===== src/hdl/bmhq_pkg.sv =====
// Package for the binary max-heap priority queue: sizes, request and status
// codes, payload structs and the controller/datapath command and status types.
// No dependencies.
package bmhq_pkg;

	localparam int DEPTH   = 1024;
	localparam int ADDR_W  = $clog2(DEPTH);
	localparam int SLOT_W  = $clog2(DEPTH + 1);
	localparam int CHILD_W = SLOT_W + 1;
	localparam int KEY_W   = 32;
	localparam int POS_W   = 11;
	localparam int WIDE_W  = ((SLOT_W > POS_W) ? SLOT_W : POS_W) + 1;

	localparam logic [1:0] REQ_PUSH = 2'd0;
	localparam logic [1:0] REQ_POP  = 2'd1;
	localparam logic [1:0] REQ_INC  = 2'd2;
	localparam logic [1:0] REQ_PEEK = 2'd3;

	localparam logic [2:0] ST_OK      = 3'd0;
	localparam logic [2:0] ST_SMALLER = 3'd1;
	localparam logic [2:0] ST_EMPTY   = 3'd2;
	localparam logic [2:0] ST_FULL    = 3'd3;
	localparam logic [2:0] ST_BADPOS  = 3'd4;

	// read address selection
	localparam logic [1:0] RA_ROOT_LAST = 2'd0;
	localparam logic [1:0] RA_POS       = 2'd1;
	localparam logic [1:0] RA_PARENT    = 2'd2;
	localparam logic [1:0] RA_CHILD     = 2'd3;

	typedef struct packed {
		logic [1:0]              req_type;
		logic signed [KEY_W-1:0] key;
		logic [POS_W-1:0]        position;
	} req_t;

	typedef struct packed {
		logic signed [KEY_W-1:0] value;
		logic [2:0]              status;
	} rsp_t;

	typedef struct packed {
		logic       load;
		logic [1:0] ra_sel;
		logic       push_init;
		logic       pop_init;
		logic       inc_init;
		logic       up_step;
		logic       down_step;
		logic       place;
		logic       peek_load;
		logic       set_status;
		logic [2:0] status;
		logic       emit;
	} dp_cmd_t;

	typedef struct packed {
		logic [1:0] req_type;
		logic       empty;
		logic       full;
		logic       pos_bad;
		logic       key_smaller;
		logic       at_root;
		logic       parent_less;
		logic       down_leaf;
		logic       down_move;
	} dp_stat_t;

endpackage


===== src/hdl/bmhq_ctrl.sv =====
// Controller of the heap queue: request decode and the sift-up and sift-down
// sequences, plus the result handshake. Depends on bmhq_pkg.
module bmhq_ctrl (
	input  logic               clk,
	input  logic               arst_n,
	input  logic               req_valid,
	output logic               req_ready,
	output logic               rsp_valid,
	input  logic               rsp_ready,
	input  bmhq_pkg::dp_stat_t stat,
	output bmhq_pkg::dp_cmd_t  cmd
);
	import bmhq_pkg::*;

	localparam logic [3:0] S_IDLE    = 4'd0;
	localparam logic [3:0] S_DECODE  = 4'd1;
	localparam logic [3:0] S_POP_LD  = 4'd2;
	localparam logic [3:0] S_PEEK_LD = 4'd3;
	localparam logic [3:0] S_INC_CMP = 4'd4;
	localparam logic [3:0] S_UP_CHK  = 4'd5;
	localparam logic [3:0] S_UP_CMP  = 4'd6;
	localparam logic [3:0] S_DN_CHK  = 4'd7;
	localparam logic [3:0] S_DN_CMP  = 4'd8;
	localparam logic [3:0] S_FINISH  = 4'd9;

	logic [3:0] state_q, state_d;
	logic       rsp_valid_q;

	assign req_ready = state_q == S_IDLE;
	assign rsp_valid = rsp_valid_q;

	always_comb begin
		cmd     = '0;
		state_d = state_q;
		case (state_q)
			S_IDLE: begin
				if (req_valid) begin
					cmd.load = 1'b1;
					state_d  = S_DECODE;
				end
			end
			S_DECODE: begin
				case (stat.req_type)
					REQ_PUSH: begin
						if (stat.full) begin
							cmd.set_status = 1'b1;
							cmd.status     = ST_FULL;
							state_d        = S_FINISH;
						end else begin
							cmd.push_init = 1'b1;
							state_d       = S_UP_CHK;
						end
					end
					REQ_POP: begin
						if (stat.empty) begin
							cmd.set_status = 1'b1;
							cmd.status     = ST_EMPTY;
							state_d        = S_FINISH;
						end else begin
							cmd.ra_sel = RA_ROOT_LAST;
							state_d    = S_POP_LD;
						end
					end
					REQ_INC: begin
						if (stat.pos_bad) begin
							cmd.set_status = 1'b1;
							cmd.status     = ST_BADPOS;
							state_d        = S_FINISH;
						end else begin
							cmd.ra_sel = RA_POS;
							state_d    = S_INC_CMP;
						end
					end
					default: begin
						if (stat.empty) begin
							cmd.set_status = 1'b1;
							cmd.status     = ST_EMPTY;
							state_d        = S_FINISH;
						end else begin
							cmd.ra_sel = RA_ROOT_LAST;
							state_d    = S_PEEK_LD;
						end
					end
				endcase
			end
			S_POP_LD: begin
				// take the root out, move the last entry into the hole
				cmd.pop_init = 1'b1;
				state_d      = S_DN_CHK;
			end
			S_PEEK_LD: begin
				cmd.peek_load = 1'b1;
				state_d       = S_FINISH;
			end
			S_INC_CMP: begin
				if (stat.key_smaller) begin
					cmd.set_status = 1'b1;
					cmd.status     = ST_SMALLER;
					state_d        = S_FINISH;
				end else begin
					cmd.inc_init = 1'b1;
					state_d      = S_UP_CHK;
				end
			end
			S_UP_CHK: begin
				if (stat.at_root) begin
					cmd.place = 1'b1;
					state_d   = S_FINISH;
				end else begin
					cmd.ra_sel = RA_PARENT;
					state_d    = S_UP_CMP;
				end
			end
			S_UP_CMP: begin
				if (stat.parent_less) begin
					cmd.up_step = 1'b1;
					state_d     = S_UP_CHK;
				end else begin
					cmd.place = 1'b1;
					state_d   = S_FINISH;
				end
			end
			S_DN_CHK: begin
				if (stat.down_leaf) begin
					cmd.place = 1'b1;
					state_d   = S_FINISH;
				end else begin
					cmd.ra_sel = RA_CHILD;
					state_d    = S_DN_CMP;
				end
			end
			S_DN_CMP: begin
				if (stat.down_move) begin
					cmd.down_step = 1'b1;
					state_d       = S_DN_CHK;
				end else begin
					cmd.place = 1'b1;
					state_d   = S_FINISH;
				end
			end
			S_FINISH: begin
				// hold until the result register is free
				if (!rsp_valid_q || rsp_ready) begin
					cmd.emit = 1'b1;
					state_d  = S_IDLE;
				end
			end
			default: begin
				state_d = S_IDLE;
			end
		endcase
	end

	always_ff @(posedge clk or negedge arst_n) begin
		if (!arst_n) begin
			state_q     <= S_IDLE;
			rsp_valid_q <= 1'b0;
		end else begin
			state_q <= state_d;
			if (cmd.emit) begin
				rsp_valid_q <= 1'b1;
			end else if (rsp_ready) begin
				rsp_valid_q <= 1'b0;
			end
		end
	end

endmodule

===== config.mk =====
export PLATFORM = sky130hd
export DESIGN_NAME = bmhq_ctrl
export DESIGN_NICKNAME = d
export VERILOG_FILES = /design/src/hdl/bmhq_pkg.sv /design/src/hdl/bmhq_ctrl.sv
export SDC_FILE = /design/constraint.sdc
export NUM_CORES = 1
export LEC_CHECK = 0
export BUFFER_PORTS_ARGS = -buffer_cell sky130_fd_sc_hd__buf_2
export CAP_MARGIN = 20
export CELL_PAD_IN_SITES_DETAIL_PLACEMENT = 1
export CELL_PAD_IN_SITES_GLOBAL_PLACEMENT = 1
export CORE_MARGIN = 3
export CORE_UTILIZATION = 31
export DETAILED_ROUTE_END_ITERATION = 16
export GPL_ROUTABILITY_DRIVEN = 1
export PLACE_DENSITY_LB_ADDON = 0.12
export SYNTH_ARGS = -nofsm -noshare
export SYNTH_HDL_FRONTEND = slang
export SYNTH_SLANG_ARGS = --single-unit

===== constraint.sdc =====
create_clock -name clk -period 4.7 [get_ports clk]
set_clock_uncertainty 0.15 [all_clocks]
set_input_delay 0.705 -clock clk [delete_from_list [all_inputs] [get_ports clk]]
set_output_delay 0.705 -clock clk [all_outputs]
set_load 0.02 [all_outputs]

Word level (Yosys, flattened, before mapping)
Index checks and enable logic that the tools add are counted.
{ "op_classes": {"add_sub_neg": 0, "n_mul": 0, "n_div": 0, "order_cmp": 0, "n_eq_ne": 13, "shifts": 0, "mux": 46, "bitwise": 0, "reduce_logical": 6} }
{ "ops": {"columns": ["cell", "n"], "rows": [
  ["4-bit two-way mux", 14],
  ["4-bit one-hot mux with 10 select lines", 1],
  ["1-bit two-way mux", 24],
  ["4-bit by 3-bit equality test with 1-bit output (second input constant)", 4],
  ["4-bit one-hot mux with 2 select lines", 2],
  ["4-bit one-hot mux with 3 select lines", 1],
  ["4-bit by 2-bit equality test with 1-bit output (second input constant)", 2],
  ["4-bit equality test (second input constant)", 2],
  ["2-bit one-hot mux with 3 select lines", 1],
  ["4-bit by 1-bit equality test with 1-bit output (second input constant)", 1],
  ["4-bit logical NOT", 1],
  ["2-bit two-way mux", 2],
  ["2-bit inequality test (second input constant)", 2],
  ["1-bit one-hot mux with 4 select lines", 1],
  ["2-bit by 1-bit equality test with 1-bit output (second input constant)", 1],
  ["2-bit equality test (second input constant)", 1],
  ["2-bit logical NOT", 1],
  ["2-bit AND reduction", 1],
  ["2-bit nonzero test", 1],
  ["1-bit logical NOT", 1],
  ["1-bit logical OR", 1]
]} }
{ "totals": {"regBits": 5, "latch_bits": 0, "mem_bits_rw": 0, "rom_bits": 0, "in_bits": 14, "elab_cells": 67, "mem_count": 0} }

Depth between registers and ports, before layout
{ "depth": {"word_depth": 5, "depth_mapped": 6, "mapped_depth_nobuf": 4} }

Worst setup path before layout
OpenSTA, ideal clock, no wires.
{ "synth_path": {"path_kind": "reg2out", "from": "register state_q[0]", "to": "output cmd[14] in the netlist's numbering", "t_arrival_ps": 1782, "required_time_ps": 3845, "setup_slack_ps": 2063, "path_stages_with_launch": 5, "n_path_buf": 2, "cell_sequence": "dfrtp_1 -> buf_6 -> clkbuf_1 -> nor4_1 -> and2_1"} }
{ "synth_rtl": {"columns": ["element", "line", "source"], "rows": [
  ["start: declaration", "bmhq_ctrl.sv:26", "logic [3:0] state_q, state_d;"],
  ["start signal: assignment", "bmhq_ctrl.sv:159", "state_q <= state_d;"],
  ["end: declaration", "bmhq_ctrl.sv:11", "output bmhq_pkg::dp_cmd_t cmd"]
]} }

==> flow_metrics.tcl <==
set metrics [dict create \
    clock-sinks 5 \
    die_w_um 49.3 \
    p_sw_frac 0.509 \
    rr_endpoint "state_q[3]" \
    syn_area_um2 581 \
    port-buffer-count 30 \
    insertion_delay_ns 0.24 \
    place_congestion 0.777 \
    drc 0 \
    fin_cells 132 \
    setup_violations 0 \
    synth.area.top_cells "dfrtp_1 (22%), nand2_1 (6.5%), nand2b_1 (5.4%), mux2i_1 (5.2%), nor2_1 (4.5%)" \
    cap_violations 0 \
    clkTransAtPathRegs_ns 0.04 \
    yosys.area.top_type_share 0.216 \
    mostFrequentLayoutCell "buf_2" \
    layout_common_cells "buf_2 (30), nand2_1 (10), nor2_1 (7)" \
    viasPerCell 5.10 \
    clk_path_buf_depth 2 \
    start_kind "flip-flop" \
    totalWireLength_um 1730 \
    r2r-start "state_q[1]" \
    tightestPinTransition_ns 0.487 \
    ctsHoldBuffers 0 \
    r2r_cells 4 \
    synth_cell_types 33 \
    irDropWorstVdd_mv 0.266 \
    cp-end-kind "primary output" \
    fin_tns_setup_ns 0 \
    antenna_left 0 \
    internal-power_uw 197 \
    min_period_ns 2.93 \
    hpwlAfterDp_um 1390 \
    grt_pass1_vias 666 \
    rsz0062_at_grt "no" \
    hold_violations 0 \
    maxSlewViolCount 0 \
    crit_fanout 17 \
    switchingPower_uw 205 \
    antenna_found_initial 0 \
    fmax_mhz 341 \
    final_nets 122 \
    outcome "completed" \
    drive_gt1_frac 0.346 \
    grt_usage 0.151 \
    clkPwrFrac 0.123 \
    fillCellCount 241 \
    leakagePower_nw 0.391 \
    coreArea_um2 1750 \
    die_height_um 49.3 \
    die_area_um2 2430 \
    cts_root_buf "clkbuf_4" \
    synth_warnings 0 \
    ys_seq_area_frac 0.216 \
    holdCritPathClass "in -> async" \
    power_density_nw_per_um2 533 \
    slew_headroom 0.675 \
    arrival_ns 2.08 \
    ctsResizeCount 0 \
    cts_tree "done" \
    syn_inst 79 \
    rrSetupSlack_ns 2.70 \
    grt_overflow_total 0 \
    seqPwrFrac 0.291 \
    syn_nets 93 \
    final_util 0.432 \
    grt_first_pass_wirelength_um 2900 \
    num_antenna_cells 0 \
    initial_core_util 0.333 \
    pin_count 31 \
    route.vias.total 673 \
    placed_cells 128 \
    regArea_um2 125 \
    required_ns 3.85 \
    synth_seq_cells 5 \
    fin_crit_sh 0.624 \
    p_comb_frac 0.585 \
    finalPower_uw 402 \
    crit_path_start "state_q[1]" \
    grt_max_degree 19 \
    wl_per_cell_um 13.1 \
    synthToLayoutAreaGrowth_pct 30.0 \
    multi_input_area_um2 418 \
    cts_max_level 1 \
    cts_setup_buffers 0 \
    syn_avg_cell_area_um2 7.35 \
    dr.first_iter.drc_count 7 \
    first_pass_iters 4 \
    rows 15 \
    cts_made_buffers 3 \
    synth_top_area_cell "dfrtp_1" \
    path_class "reg -> out" \
]
-- metal layers --
| layer | wire [um] | track usage | up-vias |
|---|---|---|---|
| li1 | - | - | 338 |
| met1 | 826 | 0.199 | 307 |
| met2 | 770 | 0.228 | 24 |
| met3 | 84 | 0.0214 | 4 |
| met4 | 46 | 0.0948 | 0 |
| met5 | 0 | 0 | - |
-- sequential cells by signal, indices dropped and copies added, names as in the netlist --
register   flops
state_q        4
rsp_valid      1
-- power groups by stage --
| stage | sequential [mW] | combinational (mW) | clock, mW |
|---|---|---|---|
| 2_1_floorplan | 0.0786 | 0.217 | 0 |
| 3_3_place_gp | 0.114 | 0.236 | 0 |
| 3_5_place_dp | 0.115 | 0.239 | 0 |
| 4_1_cts | 0.114 | 0.240 | 0.0517 |
| 5_1_grt | 0.121 | 0.261 | 0.0556 |
| 6_report | 0.117 | 0.235 | 0.0495 |
-- final cells by class --
cell class | count | area share
Inverter | 1 | 0.00498
Sequential cell | 5 | 0.166
Clock buffer | 4 | 0.0348
Tap cell | 25 | 0.0415
Multi-Input combinational cell | 67 | 0.554
Timing Repair Buffer | 30 | 0.199
-- kinds of logic after synthesis --
kind of cell,share of synthesized area
AND/OR/NAND/NOR,0.483
AO/OA/AOI/OAI,0.185
buffers and inverters,0.0646
flip-flops,0.216
multiplexers,0.0517
-- how the worst max path moves through the flow --
stage	to	depth (start not counted)
after CTS	cmd[12]	5
after detailed placement	cmd[12]	5
after global routing	cmd[12]	5
after floorplan	cmd[14]	4
after global placement	cmd[12]	5
final	cmd[12]	5
-- synth_stat cells --
master / count
a211oi_2: 1
a21o_1: 1
a21oi_1: 4
a2bb2oi_1: 1
and2_1: 2
and3_1: 4
and4b_1: 1
buf_2: 3
buf_6: 1
clkbuf_1: 2
dfrtp_1: 5
inv_1: 1
mux2i_1: 3
nand2_1: 10
nand2b_1: 5
nand2b_4: 1
nand3_1: 1
nand3b_1: 1
nor2_1: 7
nor2_2: 1
nor2b_1: 4
nor3_1: 2
nor3b_1: 2
nor4_1: 2
nor4b_1: 2
o21ai_0: 4
o21ai_2: 1
o22ai_1: 2
o311ai_1: 1
o32ai_1: 1
or2b_1: 1
or4_1: 1
or4b_1: 1
-- worst max-delay path: stages (launching register included) --
cell and delay, ns:
dfrtp_1 0.55, or4b_1 0.71, nor2_2 0.18, nand2_1 0.07, o22ai_1 0.14, buf_2 0.18
-- through the flow --
stage	hold WS [ns]	setup WS, ns	instance area, um2
2_1_floorplan	0.259	2.06	581
3_3_place_gp	0.353	2.06	728
3_5_place_dp	0.375	2.02	728
4_1_cts	0.115	1.76	754
5_1_grt	0.110	1.63	754
6_report	0.119	1.77	754
Power figures use the tool's default switching activity.
